File: config.mk
export PLATFORM = sky130hd
export DESIGN_NAME = whitespace_filtered_murmur2_hash
export DESIGN_NICKNAME = d
export VERILOG_FILES = /design/src/rtl/wfmh_pkg.sv /design/src/rtl/wfmh_front.sv /design/src/rtl/wfmh_fifo.sv /design/src/rtl/wfmh_back.sv /design/src/rtl/whitespace_filtered_murmur2_hash.sv
export SDC_FILE = /design/constraint.sdc
export NUM_CORES = 1
export LEC_CHECK = 0
export BUFFER_PORTS_ARGS = -buffer_cell sky130_fd_sc_hd__buf_2
export CAP_MARGIN = 20
export CORE_AREA = 8 8 334 336
export CTS_BUF_LIST = sky130_fd_sc_hd__clkbuf_8
export CTS_CLUSTER_SIZE = 40
export DETAILED_ROUTE_END_ITERATION = 10
export DIE_AREA = 0 0 342 344
export HOLD_SLACK_MARGIN = 0.15
export PLACE_DENSITY = 0.59
export SLEW_MARGIN = 25
export SYNTH_ARGS = -nofsm -noshare
export SYNTH_HDL_FRONTEND = slang
export SYNTH_SLANG_ARGS = --single-unit
File: constraint.sdc
create_clock -name clk -period 10.4 [get_ports clk]
set_clock_uncertainty 0.2 [all_clocks]
set_input_delay 1.56 -clock clk [delete_from_list [all_inputs] [get_ports clk]]
set_output_delay 1.56 -clock clk [all_outputs]
set_load 0.02 [all_outputs]
File: src/rtl/wfmh_pkg.sv
// Shared types and constants for the whitespace-filtered MurmurHash2 block.
package wfmh_pkg;

  localparam logic [31:0] MIX_MUL   = 32'h5bd1e995;
  localparam int          MIX_SHIFT = 24;
  localparam int          FIN_SHIFT_A = 13;
  localparam int          FIN_SHIFT_B = 15;

  localparam logic [7:0] CHAR_TAB   = 8'h09;
  localparam logic [7:0] CHAR_LF    = 8'h0a;
  localparam logic [7:0] CHAR_CR    = 8'h0d;
  localparam logic [7:0] CHAR_SPACE = 8'h20;

  localparam int CMD_DEPTH = 4;

  // One unit of work for the hash engine.
  typedef struct packed {
    logic        start;     // first command of a message, load seed
    logic [31:0] seed;
    logic        has_word;  // mix a full 32-bit word
    logic [31:0] word;
    logic        is_final;  // fold tail and finish
    logic [23:0] tail;
    logic [1:0]  tail_cnt;
    logic        mismatch;
  } wfmh_cmd_t;

  typedef enum logic [2:0] {
    ST_IDLE,
    ST_K1,
    ST_K2,
    ST_HMIX,
    ST_TAIL,
    ST_AVAL,
    ST_EMIT
  } wfmh_state_t;

  function automatic logic is_blank(input logic [7:0] b);
    return (b == CHAR_TAB) || (b == CHAR_LF) || (b == CHAR_CR) || (b == CHAR_SPACE);
  endfunction

endpackage

File: src/rtl/wfmh_front.sv
// Byte intake: whitespace filter, word packing, kept-byte count, command build.
module wfmh_front (
  input  logic                 clk,
  input  logic                 rst,
  input  logic                 cfg_wr_en,
  input  logic [31:0]          cfg_wr_data,
  input  logic                 in_valid,
  output logic                 in_ready,
  input  logic [7:0]           in_byte,
  input  logic                 in_last,
  output logic                 push,
  output wfmh_pkg::wfmh_cmd_t  push_cmd,
  input  logic                 fifo_full
);
  import wfmh_pkg::*;

  logic [31:0] filtered_length;
  logic        in_message;
  logic        first_pending;
  logic [31:0] seed;
  logic [23:0] pending;
  logic [1:0]  pend_cnt;
  logic [31:0] kept;

  logic        start;
  logic        accept;
  logic        keep;
  logic [23:0] eff_pend;
  logic [1:0]  eff_cnt;
  logic [31:0] eff_kept;
  logic [31:0] eff_seed;
  logic        eff_first;
  logic [23:0] pending_next;
  logic [1:0]  pend_cnt_next;
  logic [31:0] kept_next;
  logic        has_word;

  assign in_ready = !fifo_full;
  assign accept   = in_valid && in_ready;
  assign start    = !in_message;
  assign keep     = !is_blank(in_byte);

  always_comb begin
    eff_pend  = start ? 24'd0 : pending;
    eff_cnt   = start ? 2'd0 : pend_cnt;
    eff_kept  = start ? 32'd0 : kept;
    eff_seed  = start ? (32'd1 ^ filtered_length) : seed;
    eff_first = start ? 1'b1 : first_pending;
    kept_next = eff_kept + {31'd0, keep};
    has_word  = keep && (eff_cnt == 2'd3);

    pending_next  = eff_pend;
    pend_cnt_next = eff_cnt;
    if (has_word) begin
      pending_next  = 24'd0;
      pend_cnt_next = 2'd0;
    end else if (keep) begin
      pend_cnt_next = eff_cnt + 2'd1;
      case (eff_cnt)
        2'd0:    pending_next = {eff_pend[23:8], in_byte};
        2'd1:    pending_next = {eff_pend[23:16], in_byte, eff_pend[7:0]};
        2'd2:    pending_next = {in_byte, eff_pend[15:0]};
        default: pending_next = eff_pend;
      endcase
    end

    push_cmd.start    = eff_first;
    push_cmd.seed     = eff_seed;
    push_cmd.has_word = has_word;
    push_cmd.word     = {in_byte, eff_pend};
    push_cmd.is_final = in_last;
    push_cmd.tail     = pending_next;
    push_cmd.tail_cnt = pend_cnt_next;
    push_cmd.mismatch = (kept_next != filtered_length);
  end

  assign push = accept && (has_word || in_last);

  always_ff @(posedge clk) begin
    if (rst) begin
      filtered_length <= 32'd0;
    end else if (cfg_wr_en) begin
      filtered_length <= cfg_wr_data;
    end
  end

  always_ff @(posedge clk) begin
    if (rst) begin
      in_message    <= 1'b0;
      first_pending <= 1'b0;
      pending       <= 24'd0;
      pend_cnt      <= 2'd0;
      kept          <= 32'd0;
    end else if (accept) begin
      in_message    <= !in_last;
      first_pending <= push ? 1'b0 : eff_first;
      kept          <= kept_next;
      if (in_last) begin
        pending  <= 24'd0;
        pend_cnt <= 2'd0;
      end else begin
        pending  <= pending_next;
        pend_cnt <= pend_cnt_next;
      end
    end
  end

  always_ff @(posedge clk) begin
    if (accept) begin
      seed <= eff_seed;
    end
  end

endmodule

File: src/rtl/wfmh_fifo.sv
// Short command queue between the byte front end and the hash engine.
module wfmh_fifo #(
  parameter int DEPTH = wfmh_pkg::CMD_DEPTH
) (
  input  logic                 clk,
  input  logic                 rst,
  input  logic                 push,
  input  wfmh_pkg::wfmh_cmd_t  push_cmd,
  input  logic                 pop,
  output wfmh_pkg::wfmh_cmd_t  pop_cmd,
  output logic                 full,
  output logic                 empty
);
  import wfmh_pkg::*;

  localparam int AW = (DEPTH > 1) ? $clog2(DEPTH) : 1;
  localparam int CW = $clog2(DEPTH + 1);
  localparam logic [AW-1:0] LAST_IDX = AW'(DEPTH - 1);
  localparam logic [CW-1:0] FULL_CNT = CW'(DEPTH);

  wfmh_cmd_t     entries [DEPTH];
  logic [AW-1:0] wr_ptr;
  logic [AW-1:0] rd_ptr;
  logic [CW-1:0] count;
  logic          do_push;
  logic          do_pop;

  assign full    = (count == FULL_CNT);
  assign empty   = (count == '0);
  assign do_push = push && !full;
  assign do_pop  = pop && !empty;
  assign pop_cmd = entries[rd_ptr];

  always_ff @(posedge clk) begin
    if (do_push) begin
      entries[wr_ptr] <= push_cmd;
    end
  end

  always_ff @(posedge clk) begin
    if (rst) begin
      wr_ptr <= '0;
      rd_ptr <= '0;
      count  <= '0;
    end else begin
      if (do_push) begin
        wr_ptr <= (wr_ptr == LAST_IDX) ? '0 : wr_ptr + AW'(1);
      end
      if (do_pop) begin
        rd_ptr <= (rd_ptr == LAST_IDX) ? '0 : rd_ptr + AW'(1);
      end
      case ({do_push, do_pop})
        2'b10:   count <= count + CW'(1);
        2'b01:   count <= count - CW'(1);
        default: count <= count;
      endcase
    end
  end

  a_no_push_full: assert property (@(posedge clk) disable iff (rst) full |-> !push)
    else $error("command pushed into full queue");
  a_count_range: assert property (@(posedge clk) disable iff (rst) count <= FULL_CNT)
    else $error("queue count out of range");
  a_pop_empty: assert property (@(posedge clk) disable iff (rst)
    (empty && !$past(rst) && $past(do_push)) |-> $past(do_pop) || $past(count) != '0)
    else $error("queue empty right after a lone push");

endmodule

File: src/rtl/wfmh_back.sv
// Hash engine: one shared 32x32 multiplier stepped through mix, tail and finalization.
module wfmh_back (
  input  logic                 clk,
  input  logic                 rst,
  input  logic                 fifo_empty,
  input  wfmh_pkg::wfmh_cmd_t  pop_cmd,
  output logic                 pop,
  output logic                 out_valid,
  input  logic                 out_ready,
  output logic [31:0]          out_hash,
  output logic                 out_mismatch
);
  import wfmh_pkg::*;

  wfmh_state_t state;
  wfmh_state_t state_next;
  wfmh_cmd_t   cmd;
  logic [31:0] h;
  logic [31:0] k;
  logic [31:0] mul_a;
  logic [31:0] prod;
  logic [31:0] fin_hash;
  logic        slot_free;

  assign prod      = mul_a * MIX_MUL;
  assign fin_hash  = h ^ (h >> FIN_SHIFT_B);
  assign slot_free = !out_valid || out_ready;

  always_comb begin
    case (state)
      ST_K1:   mul_a = k;
      ST_K2:   mul_a = k ^ (k >> MIX_SHIFT);
      ST_HMIX: mul_a = h;
      ST_TAIL: mul_a = h ^ {8'd0, cmd.tail};
      ST_AVAL: mul_a = h ^ (h >> FIN_SHIFT_A);
      default: mul_a = k;
    endcase
  end

  always_comb begin
    state_next = state;
    pop        = 1'b0;
    case (state)
      ST_IDLE: begin
        if (!fifo_empty) begin
          pop = 1'b1;
          if (pop_cmd.has_word) begin
            state_next = ST_K1;
          end else if (pop_cmd.tail_cnt != 2'd0) begin
            state_next = ST_TAIL;
          end else begin
            state_next = ST_AVAL;
          end
        end
      end
      ST_K1:   state_next = ST_K2;
      ST_K2:   state_next = ST_HMIX;
      ST_HMIX: begin
        if (!cmd.is_final) begin
          state_next = ST_IDLE;
        end else if (cmd.tail_cnt != 2'd0) begin
          state_next = ST_TAIL;
        end else begin
          state_next = ST_AVAL;
        end
      end
      ST_TAIL: state_next = ST_AVAL;
      ST_AVAL: state_next = ST_EMIT;
      ST_EMIT: begin
        if (slot_free) begin
          state_next = ST_IDLE;
        end
      end
      default: state_next = ST_IDLE;
    endcase
  end

  always_ff @(posedge clk) begin
    if (rst) begin
      state <= ST_IDLE;
    end else begin
      state <= state_next;
    end
  end

  always_ff @(posedge clk) begin
    if (rst) begin
      h <= 32'd0;
    end else begin
      case (state)
        ST_IDLE: begin
          if (!fifo_empty && pop_cmd.start) begin
            h <= pop_cmd.seed;
          end
        end
        ST_HMIX: h <= prod ^ k;
        ST_TAIL: h <= prod;
        ST_AVAL: h <= prod;
        ST_EMIT: begin
          if (slot_free) begin
            h <= fin_hash;
          end
        end
        default: h <= h;
      endcase
    end
  end

  always_ff @(posedge clk) begin
    case (state)
      ST_IDLE: begin
        if (!fifo_empty) begin
          cmd <= pop_cmd;
          k   <= pop_cmd.word;
        end
      end
      ST_K1:   k <= prod;
      ST_K2:   k <= prod;
      default: k <= k;
    endcase
  end

  // output register: result waits here while the engine takes the next word
  always_ff @(posedge clk) begin
    if (rst) begin
      out_valid <= 1'b0;
    end else if (state == ST_EMIT && slot_free) begin
      out_valid <= 1'b1;
    end else if (out_ready) begin
      out_valid <= 1'b0;
    end
  end

  always_ff @(posedge clk) begin
    if (state == ST_EMIT && slot_free) begin
      out_hash     <= fin_hash;
      out_mismatch <= cmd.mismatch;
    end
  end

  a_emit_after_aval: assert property (@(posedge clk) disable iff (rst)
    (state == ST_EMIT && $past(state) != ST_EMIT) |-> $past(state) == ST_AVAL)
    else $error("emit reached without avalanche step");
  a_rose_from_emit: assert property (@(posedge clk) disable iff (rst)
    $rose(out_valid) |-> $past(state) == ST_EMIT)
    else $error("result raised outside emit");
  a_tail_nonempty: assert property (@(posedge clk) disable iff (rst)
    state == ST_TAIL |-> cmd.tail_cnt != 2'd0 && cmd.is_final)
    else $error("tail step with no tail bytes");
  a_pop_idle_only: assert property (@(posedge clk) disable iff (rst)
    pop |-> state == ST_IDLE && !fifo_empty)
    else $error("pop outside idle");

endmodule

File: src/rtl/whitespace_filtered_murmur2_hash.sv
// Top level: whitespace-filtered MurmurHash2 over a byte stream.
// After the last byte is taken, the closing command waits behind any work already queued.
// Throughput: the front takes one byte per cycle while the command queue has room; the
// hash engine pops a command only when idle, steps a word through K1, K2 and HMIX (one shared
// multiplier used three times); a closing command adds TAIL if bytes remain, then AVAL, EMIT.
// Reset (rst, synchronous): clears filtered_length, queue, engine and message state.
module whitespace_filtered_murmur2_hash #(
  parameter int FIFO_DEPTH = wfmh_pkg::CMD_DEPTH
) (
  input  logic        clk,
  input  logic        rst,
  input  logic        cfg_wr_en,
  input  logic [31:0] cfg_wr_data,   // filtered_length
  input  logic        s_axis_tvalid,
  output logic        s_axis_tready,
  input  logic [7:0]  s_axis_tdata,  // [7:0] data_byte
  input  logic        s_axis_tlast,
  output logic        m_axis_tvalid,
  input  logic        m_axis_tready,
  output logic [31:0] m_axis_tdata,  // [31:0] hash_value
  output logic [0:0]  m_axis_tuser   // [0] length_mismatch
);
  import wfmh_pkg::*;

  wfmh_cmd_t push_cmd;
  wfmh_cmd_t pop_cmd;
  logic      push;
  logic      pop;
  logic      fifo_full;
  logic      fifo_empty;
  logic      mismatch;

  wfmh_front u_front (
    .clk         (clk),
    .rst         (rst),
    .cfg_wr_en   (cfg_wr_en),
    .cfg_wr_data (cfg_wr_data),
    .in_valid    (s_axis_tvalid),
    .in_ready    (s_axis_tready),
    .in_byte     (s_axis_tdata),
    .in_last     (s_axis_tlast),
    .push        (push),
    .push_cmd    (push_cmd),
    .fifo_full   (fifo_full)
  );

  wfmh_fifo #(
    .DEPTH (FIFO_DEPTH)
  ) u_fifo (
    .clk      (clk),
    .rst      (rst),
    .push     (push),
    .push_cmd (push_cmd),
    .pop      (pop),
    .pop_cmd  (pop_cmd),
    .full     (fifo_full),
    .empty    (fifo_empty)
  );

  wfmh_back u_back (
    .clk          (clk),
    .rst          (rst),
    .fifo_empty   (fifo_empty),
    .pop_cmd      (pop_cmd),
    .pop          (pop),
    .out_valid    (m_axis_tvalid),
    .out_ready    (m_axis_tready),
    .out_hash     (m_axis_tdata),
    .out_mismatch (mismatch)
  );

  assign m_axis_tuser = mismatch;

endmodule

* Word-level counts from Yosys, hierarchy flattened
Memory sizes are Yosys's and may differ from the RTL's. A register that Yosys moved wholly into a read port is not among the register bits.
Cells that the tools add are included.
** Operators by class
- Multipliers :: 1
- Muxes and demuxes :: 37
- Bitwise gates (word level) :: 7
- Equal/unequal tests :: 22
- Reductions and logical operators :: 32
- $add $sub $neg :: 6
** Operator list (number)
- $pmux W32 S4 :: 2
- $mux W32 :: 5
- $mux W24 :: 4
- $pmux W24 S3 :: 1
- $pmux W32 S2 :: 1
- $add A32 B1 Y32 :: 1
- $mul A32 B31 Y32 const B :: 1
- $ne A32 B32 Y1 :: 1
- $xor A32 B17 Y32 :: 1
- $xor A32 B19 Y32 :: 1
- $xor A32 B24 Y32 :: 1
- $xor A32 B32 Y32 :: 1
- $xor A32 B8 Y32 :: 1
- $eq A8 B4 Y1 const B :: 3
- $pmux W3 S7 :: 1
- $mux W2 :: 8
- $eq A3 B3 Y1 const B :: 4
- $mux W3 :: 4
- $eq A2 B2 Y1 const B :: 5
- $mux W1 :: 10
- $reduce_bool A2 Y1 :: 5
- $eq A8 B6 Y1 const B :: 1
- $logic_and A1 B1 Y1 :: 7
- $add A2 B1 Y2 const B :: 3
- other kinds (17) :: 33
** Storage, ports and cells
- Word-level logic and storage cells :: 126
- Output and inout port bits :: 35
- Memories :: 1
- Memory bits (writable) :: 376
- Register bits :: 260
** Memory list
- u_fifo.entries :: depth 4, width 94, rd ports 1, clocked after Yosys merged registers in 1, write ports 1, line wfmh_fifo.sv:21 : wfmh_cmd_t entries [DEPTH];

* Longest topological paths before layout
Gate-level depths: netlist of the first run.
- Depth in word-level cells :: 11
- Depth in mapped cells :: 37
- Mapped depth without buffers :: 32

* Modules after synthesis
From an unflattened synthesis of the first run, not the netlist that was laid out.
** Second synthesis, totals
- Cells, all modules :: 3065
- Area, all modules :: 37439.7 um2
** Modules (own cells, without submodules)
- wfmh_back :: instances 1, area an instance 16189.3 um2, cells each 1717
- wfmh_fifo :: instances 1, area an instance 14061.0 um2, cells each 545
- wfmh_front :: instances 1, area an instance 7189.4 um2, cells each 803

* Worst setup path after synthesis of the first run
No wires, ideal clock.
- Kind :: reg2reg
- Start point :: register u_back.state[0]
- End point :: register u_back.h[31]
- Period minus slack after synthesis :: 9.208 ns
- Arrival time :: 8.905 ns
- Path buffers :: 6
- Stages on the path, launching flop included :: 33
- Required time :: 10.097 ns
- Setup time :: 0.103 ns
- Path slack :: 1.192 ns
- Cells stage by stage :: dfxtp_1 > buf_2 > buf_4 > clkbuf_1 > clkbuf_1 > clkbuf_1 > mux2i_1 > xnor2_1 > o22ai_1 > a21oi_1 > ha_1 > ha_1 > fa_1 > inv_1 > fa_1 > inv_1 > fa_1 > fa_1 > fa_1 > inv_1 > fa_1 > inv_1 > ha_1 > buf_4 > and4_1 > and4_1 > a221oi_2 > o21ai_2 > and2_4 > a21o_1 > a221o_2 > a2111o_1 > a2111oi_2
** On the way
- Cells in the longest elaborated chain, start to end :: 5
- Elaborated cells on any way between the ends :: 15
** Ends and longest elaborated chain
- start: declaration :: line wfmh_back.sv:15 : wfmh_state_t state;
- start signal: assignment :: line wfmh_back.sv:82 : state <= state_next;
- $eq A3 B3 Y1 (tied with other cells) :: line wfmh_back.sv:30, wfmh_back.sv:90
- $pmux W32 S4 :: line wfmh_back.sv:30 : case (state)
- $mul A32 B31 Y32 :: line wfmh_back.sv:25 : assign prod = mul_a * MIX_MUL;
- $xor A32 B32 Y32 :: line wfmh_back.sv:96 : ST_HMIX: h <= prod ^ k;
- $pmux W32 S4 :: line wfmh_back.sv:90 : case (state)
- end signal: assignment :: line wfmh_back.sv:96
- end signal: assignment :: line wfmh_back.sv:97 : ST_TAIL: h <= prod;
- end signal: assignment :: line wfmh_back.sv:98 : ST_AVAL: h <= prod;
- end: declaration :: line wfmh_back.sv:18 : logic [31:0] h;
Several ways; a longest one is shown, not always the timed one.
A chain may end at the register's enable or synchronous reset.

* Worst setup path after layout of the first run
Ends and elaborated chain as after synthesis.

==> results of run 1 <==
==> through the flow <==
stage / utilization (%) / worst slack, ns / area [um^2]
6_report: 38.77 / 1.242 / 41220
5_1_grt: 38.77 / 0.8429 / 41220
4_1_cts: 38.76 / 1.276 / 41200
3_5_place_dp: 36.72 / 1.366 / 39040
3_3_place_gp: 36.69 / 1.444 / 39000
2_1_floorplan: - / 1.192 / 36900
==> cell families (layout without fill, tap and decap cells) <==
group / Yosys count / in the layout / synth area share [%]
simple gates: 590 / 590 / 7.517
buf+inv: 501 / 692 / 5.188
other cells: 0 / 1 / 0
mux: 235 / 235 / 9.789
flops: 638 / 638 / 48.20
compound gates: 418 / 418 / 7.314
xor+xnor: 188 / 188 / 4.523
fa+ha+maj: 408 / 408 / 17.47
==> routing by layer <==
| layer | vias up | global-route usage (%) |
|---|---|---|
| li1 | 10760 | - |
| met1 | 11870 | 23.47 |
| met2 | 770 | 28.11 |
| met3 | 180 | 2.334 |
| met4 | 4 | 6.099 |
| met5 | - | 0 |
==> registers in the layout, indices dropped and copies added, names as in the netlist, 2 cells and up, named ones only <==
signal                   cells
u_back.cmd                  28
u_back.h                    32
u_back.k                    32
u_back.out_hash             32
u_back.state                 3
u_fifo.count                 3
u_fifo.entries             376
u_fifo.rd_ptr                2
u_fifo.wr_ptr                2
u_front.filtered_length     32
u_front.kept                32
u_front.pend_cnt             2
u_front.pending             24
u_front.seed                32
==> final timing paths <==
| check | start | endpoint | slack, ns | depth (start not counted) |
|---|---|---|---|---|
| worst min-delay path | u_front.kept[0] | u_front.kept[0] | 0.26 | 2 |
| worst min register to register | u_front.kept[0] | u_front.kept[0] | 0.26 | 2 |
| worst max-delay path | u_back.state[0] | u_back.h[31] | 1.24 | 30 |
| worst max register to register | u_back.state[0] | u_back.h[31] | 1.24 | 30 |
==> critical path, delay by kind of cell, from the launching register on <==
kind / cells / cell delay [ns]
AO/OA/AOI/OAI: 8 / 2.07
multiplexers: 1 / 0.24
XOR/XNOR: 2 / 0.31
flip-flops: 1 / 0.80
AND/OR/NAND/NOR: 4 / 1.03
adder cells (fa/ha/maj): 9 / 3.57
buffers and inverters: 6 / 0.77
==> layout make-up <==
type                    instances  area, um^2  share of cell area, %
diodes                          1       2.502               0.006071
clock buffers                 113        1555                  3.773
clock inverters                74       610.6                  1.481
inverters                     369        1385                  3.360
multi-input cells            1839       17260                  41.86
flip-flops and latches        638       17800                  43.20
well taps                    1403        1755                  4.259
repair buffers                136       848.3                  2.058
==> cells in the final DEF (no fill, tap or decap), types with 38 or more instances in the layout <==
cell type,count
nand2_1,120
dfxtp_1,131
mux2_2,63
xor2_1,69
a22oi_1,67
a21oi_1,103
fa_1,179
buf_4,55
edfxtp_1,501
xnor2_1,117
inv_1,405
ha_1,228
o21ai_0,89
and2_1,38
buf_2,79
clkbuf_8,113
mux4_2,94
nor2_1,255
mux2i_1,77
==> cell usage after synthesis, types with 5 or more instances <==
master,count,area (um^2)
a211oi_1,24,180.2
nor2_1,258,968.4
xnor2_1,117,1025
a21o_1,24,180.2
mux2i_1,77,770.7
nand2_1,121,454.2
clkbuf_1,93,349.1
nor3_1,28,140.1
mux2_2,63,709.4
and4_1,5,43.79
a311oi_1,6,52.55
a22oi_1,67,503.0
o21ai_0,91,455.4
nor2b_1,17,106.4
buf_2,15,75.07
nor4_1,5,31.28
nand2b_1,11,68.82
o22ai_1,17,106.4
nand3_1,25,125.1
a31o_2,6,52.55
a31oi_1,12,75.07
and3_1,18,112.6
dfxtp_1,137,2743
fa_1,179,3583
o211ai_1,11,82.58
o21a_1,10,75.07
inv_1,365,1370
xor2_1,69,604.3
buf_1,21,78.83
or3_1,10,62.56
mux4_2,94,2117
or2_2,6,37.54
and2_1,42,262.8
nand3b_1,8,60.06
nor3b_1,7,52.55
ha_1,228,2853
nand4_1,12,75.07
edfxtp_1,501,15040
a21oi_1,105,525.5
==> results.py, run 1 <==
metrics = {
    "cells_and_area": {
        "n_fill_cell": 10210,
        "stdcell_count": 4573,
        "drive_gt1_share_pct": 15.37,
        "area_delta_synth_final_pct": 11.69,
        "nNetsFinal": 3536,
    },
    "timing": {
        "grt_setup_unrepaired": "no",
        "relSlewSlack_pct": 26.13,
        "period_share_pct": 88.06,
        "fin_crit_ns": 9.158,
        "hold-worst-slack_ns": 0.2552,
        "tightestPinTransition_ns": 1.106,
        "slew_violations": 0,
        "finalHoldViolCount": 0,
        "setup_viol": 0,
        "fmax_mhz": 109.2,
        "final.setup.tns_ns": 0,
    },
    "critical_path": {
        "cpPeakStageDelay_ns": 0.80,
        "path_max_fanout": 51,
        "cp_common_cell": "fa_1",
        "slowest_stage": "dfxtp_4",
        "endpoint_kind": "flop",
        "required_ns": 10.80,
        "cp-start-kind": "flop",
        "arrival_ns": 9.56,
        "worstSetupPathType": "flop to flop",
    },
    "drt": {
        "met3_length_um": 5865,
        "routed_wl_um": 102600,
        "routedWlPerCell_um": 22.44,
        "vias": 23580,
        "drc": 0,
        "drt-initial-drc-count": 2069,
        "ant_nets": 0,
        "dr_wl_met2_um": 48640,
        "vias_per_cell": 5.157,
        "drt-met1-wl_um": 44790,
        "first_pass_iters": 5,
        "highest-signal-layer": "met5",
    },
    "yosys": {
        "seq_area_frac_synth_pct": 48.20,
        "synthArstFlopShare_pct": 0,
        "synth-main-ff-cell": "edfxtp_1",
        "syn_area_per_cell_um2": 12.39,
        "ys_types": 86,
        "yosysWarningCount": 0,
        "synth.net_count": 3431,
        "ys_ff_latch": 638,
        "syn_inst": 2978,
        "synth-edff-count": 501,
        "netlist_area_mm2": 0.03690,
    },
    "global_route": {
        "grt_pass1_vias": 23620,
        "gr-total-overflow": 0,
        "grt_pass1_wl_um": 154000,
        "grt_max_degree": 75,
        "grtUsageTotal_pct": 17.20,
        "antenna_found_initial": 9,
    },
    "floorplanning": {
        "start_util_pct": 34.71,
        "die_h_um": 344,
        "core_region_area_mm2": 0.1063,
        "num_rows": 120,
        "die_w_um": 342,
        "die_area_mm2": 0.1176,
        "io_pins": 81,
    },
    "clock_network": {
        "cts_resized": 0,
        "cts_made_buffers": 99,
        "cts_max_path_buffers": 3,
        "clock-sinks": 638,
        "cts_tree": "yes",
        "worstSkewPairLatency_ns": 0.74,
        "cts-root-buf": "clkbuf_8",
        "cts_hold_buffers": 0,
        "cts_setup_buffers": 0,
        "clk_pin_slew_ns": 0.07,
        "cts_htree_levels": 3,
    },
    "placed_design": {
        "port_buffers": 80,
        "dp.cells": 4385,
        "gp_congestion": 0.9233,
        "hpwl_um": 73380,
    },
    "worst_hold_path": {
        "hold_path.class": "flop to flop",
    },
    "run": {
        "cap_violations": 0,
    },
    "outcome": {
        "status": "finished clean",
    },
}
Power of run 1 is not shown: default switching activity piles up to over one toggle a cycle in this logic, so the estimate is an artifact.
==> run 2: changes to the inputs <==
--- a/config.mk
+++ b/config.mk
@@ -6,14 +6,15 @@
 export NUM_CORES = 1
 export LEC_CHECK = 0
 export BUFFER_PORTS_ARGS = -buffer_cell sky130_fd_sc_hd__buf_2
-export CAP_MARGIN = 20
-export CORE_AREA = 8 8 334 336
+export CELL_PAD_IN_SITES_DETAIL_PLACEMENT = 0
+export CELL_PAD_IN_SITES_GLOBAL_PLACEMENT = 1
+export CORE_AREA = 8 8 313 315
 export CTS_BUF_LIST = sky130_fd_sc_hd__clkbuf_8
 export CTS_CLUSTER_SIZE = 40
 export DETAILED_ROUTE_END_ITERATION = 10
-export DIE_AREA = 0 0 342 344
+export DIE_AREA = 0 0 321 323
 export HOLD_SLACK_MARGIN = 0.15
-export PLACE_DENSITY = 0.59
+export PLACE_DENSITY = 0.74
 export SLEW_MARGIN = 25
 export SYNTH_ARGS = -nofsm -noshare
 export SYNTH_HDL_FRONTEND = slang
==> run 2 against run 1 <==
Sequential cell count is the same. Clock-buffer cell count fell by 8. Critical path depth shrank 4. Design area shrank 1.1%. Setup slack worse by 0.011 ns. Die area shrank 12%. Critical endpoint unchanged. Global-route usage up 2.3 points. Sequential share of layout area is 0.48 points higher. Non-clock buffer count stayed put. Wire length decreased by 0.69%.
==> results.py, run 2 (synthesis gave the netlist of run 1 again) <==
metrics = {
    "placed_design": {
        "hpwl_um": 72400,
        "gp_congestion": 0.9198,
        "dp.cells": 4236,
        "pre_cts_ws_ns": 1.327,
        "place_area_mm2": 0.03885,
        "port_buffers": 80,
    },
    "floorplanning": {
        "start_util_pct": 39.78,
        "die_w_um": 321,
        "die_h_um": 323,
        "core_region_area_mm2": 0.09277,
        "io_pins": 81,
        "num_rows": 112,
        "die_area_mm2": 0.1037,
    },
    "clock_network": {
        "cts_setup_buffers": 0,
        "cts_max_path_buffers": 3,
        "worstSkewPairLatency_ns": 0.71,
        "clk_pin_slew_ns": 0.07,
        "cts_hold_buffers": 0,
        "clock-sinks": 638,
        "cts_htree_levels": 3,
        "cts_made_buffers": 98,
        "cts-root-buf": "clkbuf_8",
        "cts_resized": 0,
        "cts_tree": "yes",
    },
    "global_route": {
        "grt_max_degree": 75,
        "grt_pass1_vias": 23820,
        "grt_pass1_wl_um": 153900,
        "gr-total-overflow": 0,
        "grtUsageTotal_pct": 19.53,
        "antenna_found_initial": 7,
    },
    "critical_path": {
        "arrival_ns": 9.58,
        "endpoint_kind": "flop",
        "required_ns": 10.81,
        "cp-start-kind": "flop",
        "worstSetupPathType": "flop to flop",
        "cpPeakStageDelay_ns": 0.56,
        "slowest_stage": "dfxtp_2",
        "cp_common_cell": "fa_1",
        "path_max_fanout": 20,
    },
    "drt": {
        "drt-initial-drc-count": 2182,
        "vias_per_cell": 5.330,
        "ant_nets": 0,
        "routedWlPerCell_um": 23.05,
        "drc": 0,
        "routed_wl_um": 101900,
        "first_pass_iters": 5,
        "vias": 23570,
    },
    "cells_and_area": {
        "nNetsFinal": 3535,
        "area_delta_synth_final_pct": 10.48,
        "final_common_cell": "edfxtp_1",
        "finalInstanceArea_mm2": 0.04077,
        "layout_common_cells": "edfxtp_1 (501), inv_1 (402), nor2_1 (255), ha_1 (228), fa_1 (179)",
        "drive_gt1_share_pct": 14.97,
        "largest_register_ffs": 376,
        "regMostFlops": "u_fifo.entries",
        "stdcell_count": 4421,
    },
    "timing": {
        "relSlewSlack_pct": 26.23,
        "slew_violations": 0,
        "setup_viol": 0,
        "fmax_mhz": 109.1,
        "grt_setup_unrepaired": "no",
        "fin_crit_ns": 9.169,
        "worst_slack_ns": 1.231,
        "finalHoldViolCount": 0,
        "tightestPinTransition_ns": 1.103,
        "period_share_pct": 88.17,
        "final.setup.tns_ns": 0,
    },
    "outcome": {
        "status": "finished clean",
    },
    "worst_hold_path": {
        "hold_path.class": "flop to flop",
    },
    "run": {
        "cap_violations": 0,
    },
}
[run 2: changes by cell type in the layout (fill, tap and decap cells not counted), sizes merged]
cell    change
clkbuf      -8
clkinv     +15
inv         -5
bufinv      -5
[run 2: final cells by class]
| class | instances | area [um^2] |
|---|---|---|
| fillers | 8609 | 52000 |
| inverters | 369 | 1385 |
| clock inverters | 79 | 470.5 |
| flip-flops and latches | 638 | 17800 |
| clock buffers | 105 | 1445 |
| well taps | 1254 | 1569 |
| repair buffers | 136 | 835.8 |
| multi-input cells | 1839 | 17260 |
| diodes | 1 | 2.502 |
[run 2: path summary, 6_finish.rpt]
kind                    from         endpoint  slack (ns)  cells after the start
max          u_back.state[2]     u_back.h[31]        1.23                     26
min          u_front.kept[0]  u_front.kept[0]        0.25                      2
max reg2reg  u_back.state[2]     u_back.h[31]        1.23                     26
min reg2reg  u_front.kept[0]  u_front.kept[0]        0.25                      2
[run 2: layer usage]
metal  vias to the layer above  track usage (%)  share of wire (%)
met5                         -                0              0.025
met4                         4            6.275                3.0
met3                       142            2.593                6.1
met2                       817            31.98                 47
met1                     11850            26.93                 44
li1                      10750                -                  -
[run 2: worst max-delay path, delay by kind of cell (launching register included)]
family	cells	cell delay [ns]
compound gates	8	2.32
fa+ha+maj	8	3.74
buf+inv	5	0.66
flops	1	0.56
simple gates	5	1.57
[run 2: through the flow]
stage | util [%] | hold WS, ns
after CTS | 43.94 | 0.2531
final | 43.95 | 0.2530
after floorplan | - | 0.2003
after global placement | 41.84 | 0.2382
after detailed placement | 41.88 | 0.2435
after global routing | 43.95 | 0.2720
Power of run 2 is left out for the same reason.
==> run 3: changes to the inputs <==
--- a/config.mk
+++ b/config.mk
@@ -8,14 +8,15 @@
 export BUFFER_PORTS_ARGS = -buffer_cell sky130_fd_sc_hd__buf_2
 export CELL_PAD_IN_SITES_DETAIL_PLACEMENT = 0
 export CELL_PAD_IN_SITES_GLOBAL_PLACEMENT = 1
-export CORE_AREA = 8 8 313 315
+export CORE_AREA = 8 8 315 317
 export CTS_BUF_LIST = sky130_fd_sc_hd__clkbuf_8
 export CTS_CLUSTER_SIZE = 40
 export DETAILED_ROUTE_END_ITERATION = 10
-export DIE_AREA = 0 0 321 323
+export DIE_AREA = 0 0 323 325
 export HOLD_SLACK_MARGIN = 0.15
-export PLACE_DENSITY = 0.74
+export PLACE_DENSITY_LB_ADDON = 0.2
 export SLEW_MARGIN = 25
 export SYNTH_ARGS = -nofsm -noshare
 export SYNTH_HDL_FRONTEND = slang
+export SYNTH_HIERARCHICAL = 1
 export SYNTH_SLANG_ARGS = --single-unit
==> run 3 against run 2 <==
Global-route usage is 1.1 points higher. Critical path depth is 1 higher. Hold slack worse by 0.0083 ns. Final cell count is 1.5% higher. Area after synthesis is 1.5% higher. Design area is 0.89% higher. Critical path type unchanged. Critical endpoint is now u_back/k[31]. Largest cell class unchanged. Highest routed layer is now met4.
==> results.py, run 3 <==
metrics = {
    "yosys": {
        "synth.most_common_cell": "edfxtp_1",
        "seq_area_frac_synth_pct": 47.51,
        "syn_inst": 3065,
        "synthTopCellsByCount": "edfxtp_1 (501), inv_1 (401), ha_1 (228), nand2_1 (200), nor2_1 (181)",
        "ys_ff_latch": 638,
        "yosysTopAreaCell": "edfxtp_1",
        "synthArstFlopShare_pct": 0,
        "synth.net_count": 3518,
        "syn_area_per_cell_um2": 12.22,
        "yosysWarningCount": 6,
        "synth-main-ff-cell": "edfxtp_1",
        "netlist_area_mm2": 0.03744,
        "synth-edff-count": 501,
        "ys_types": 95,
        "yosysTopAreaCellShare_pct": 40.18,
        "yosys-top-cells-area": "edfxtp_1 (40%), fa_1 (9.6%), ha_1 (7.6%), dfxtp_1 (7.3%), mux4_2 (5.7%)",
    },
    "global_route": {
        "grtUsageTotal_pct": 20.65,
        "grt_max_degree": 77,
        "grt_pass1_wl_um": 163600,
        "antenna_found_initial": 4,
        "grt_pass1_vias": 25050,
        "gr-total-overflow": 0,
    },
    "timing": {
        "relSlewSlack_pct": 29.62,
        "period_share_pct": 89.70,
        "tightestPinTransition_ns": 1.048,
        "fmax_mhz": 107.2,
        "hold-worst-slack_ns": 0.2447,
        "slew_violations": 0,
        "finalHoldViolCount": 0,
        "grt_setup_unrepaired": "no",
        "fin_crit_ns": 9.329,
        "final.setup.tns_ns": 0,
        "setup_viol": 0,
    },
    "cells_and_area": {
        "nNetsFinal": 3593,
        "regMostFlops": "u_fifo/entries",
        "seqCellArea_mm2": 0.01780,
        "layout_common_cells": "edfxtp_1 (501), inv_1 (421), ha_1 (228), nand2_1 (199), nor2_1 (180)",
        "area_delta_synth_final_pct": 9.855,
        "drive_gt1_share_pct": 14.21,
        "n_fill_cell": 8874,
        "largest_register_ffs": 376,
        "final_common_cell": "edfxtp_1",
        "multi_input_area_mm2": 0.01740,
        "stdcell_count": 4489,
    },
    "clock_network": {
        "cts_made_buffers": 99,
        "cts_tree": "yes",
        "clk_pin_slew_ns": 0.07,
        "cts_resized": 0,
        "cts-root-buf": "clkbuf_8",
        "cts_setup_buffers": 0,
        "worstSkewPairLatency_ns": 0.71,
        "cts_hold_buffers": 0,
        "cts_max_path_buffers": 3,
        "cts_htree_levels": 3,
        "clock-sinks": 638,
    },
    "worst_hold_path": {
        "hold_path.class": "flop to flop",
    },
    "drt": {
        "vias": 24190,
        "ant_nets": 0,
        "drt-initial-drc-count": 1815,
        "vias_per_cell": 5.389,
        "drc": 0,
        "routedWlPerCell_um": 24.19,
        "first_pass_iters": 8,
        "routed_wl_um": 108600,
    },
    "floorplanning": {
        "die_w_um": 323,
        "start_util_pct": 39.76,
        "num_rows": 113,
        "die_h_um": 325,
        "die_area_mm2": 0.1050,
        "core_region_area_mm2": 0.09416,
        "io_pins": 81,
    },
    "critical_path": {
        "worstSetupPathType": "flop to flop",
        "required_ns": 10.66,
        "critPathTopFamily": "adder cells",
        "cpPeakStageDelay_ns": 0.88,
        "cp-start-kind": "flop",
        "endpoint_kind": "flop",
        "cp_common_cell": "fa_1",
        "arrival_ns": 9.59,
        "slowest_stage": "dfxtp_2",
        "path_max_fanout": 38,
        "critPathBufInv": 6,
    },
    "placed_design": {
        "port_buffers": 80,
        "dp.cells": 4304,
        "gp_congestion": 0.8898,
        "hpwl_um": 79100,
    },
    "run": {
        "cap_violations": 0,
    },
    "outcome": {
        "status": "finished clean",
    },
}
run 3: cell types whose count changed in the layout (fill, tap and decap cells not counted), sizes merged, moves of 8 or more:
cell    before  now
nand2      122  201
nor2       258  182
xnor2      118   89
a22o         1   29
mux2        64   40
a22oi       67   46
o21ai       95  110
inv        410  424
nor4         7   19
clkinv      32   43
o211ai      11   21
nand3       26   34
run 3: layout make-up:
cell class,count,share of cell area (%)
Timing Repair Buffer,132,1.986
Tap cell,1265,3.848
Sequential cell,638,43.28
Inverter,401,3.660
Clock buffer,111,3.714
Antenna cell,1,0.006084
Multi-Input combinational cell,1868,42.32
Clock inverter,73,1.186
run 3: final timing paths:
path / start / end / slack (ns) / cells past startpoint
max: u_back/state[0] / u_back/k[31] / 1.07 / 27
min: u_back/cmd[0] / u_back/out_mismatch / 0.24 / 0
max reg2reg: u_back/state[0] / u_back/k[31] / 1.07 / 27
min reg2reg: u_back/cmd[0] / u_back/out_mismatch / 0.24 / 0
run 3: cell families (layout without fill, tap and decap cells):
kind of cell             Yosys count  count (layout)  share of synthesized area [%]
AND/OR/NAND/NOR                  620             620                          7.910
XOR/XNOR                         160             160                          3.917
buffers and inverters            559             717                          6.106
other                              0               1                              0
adder cells (fa/ha/maj)          412             412                          17.32
flip-flops                       638             638                          47.51
AO/OA/AOI/OAI                    471             471                          8.478
multiplexers                     205             205                          8.756
run 3: layer usage:
| metal | vias up | track usage (%) | part of all wire [%] |
|---|---|---|---|
| met5 | - | 0 | 0 |
| met4 | 0 | 7.729 | 4.0 |
| met3 | 188 | 2.406 | 4.7 |
| met2 | 771 | 33.21 | 47 |
| met1 | 12220 | 28.58 | 44 |
| li1 | 11010 | - | - |
run 3: metrics by stage:
stage	setup slack (ns)	utilization (%)	cell area [um^2]
6_report	1.071	43.68	41130
5_1_grt	0.6907	43.68	41130
3_3_place_gp	1.377	41.50	39080
3_5_place_dp	1.267	41.54	39110
4_1_cts	1.248	43.68	41130
2_1_floorplan	1.407	-	37440
Power of run 3 is left out for the same reason.
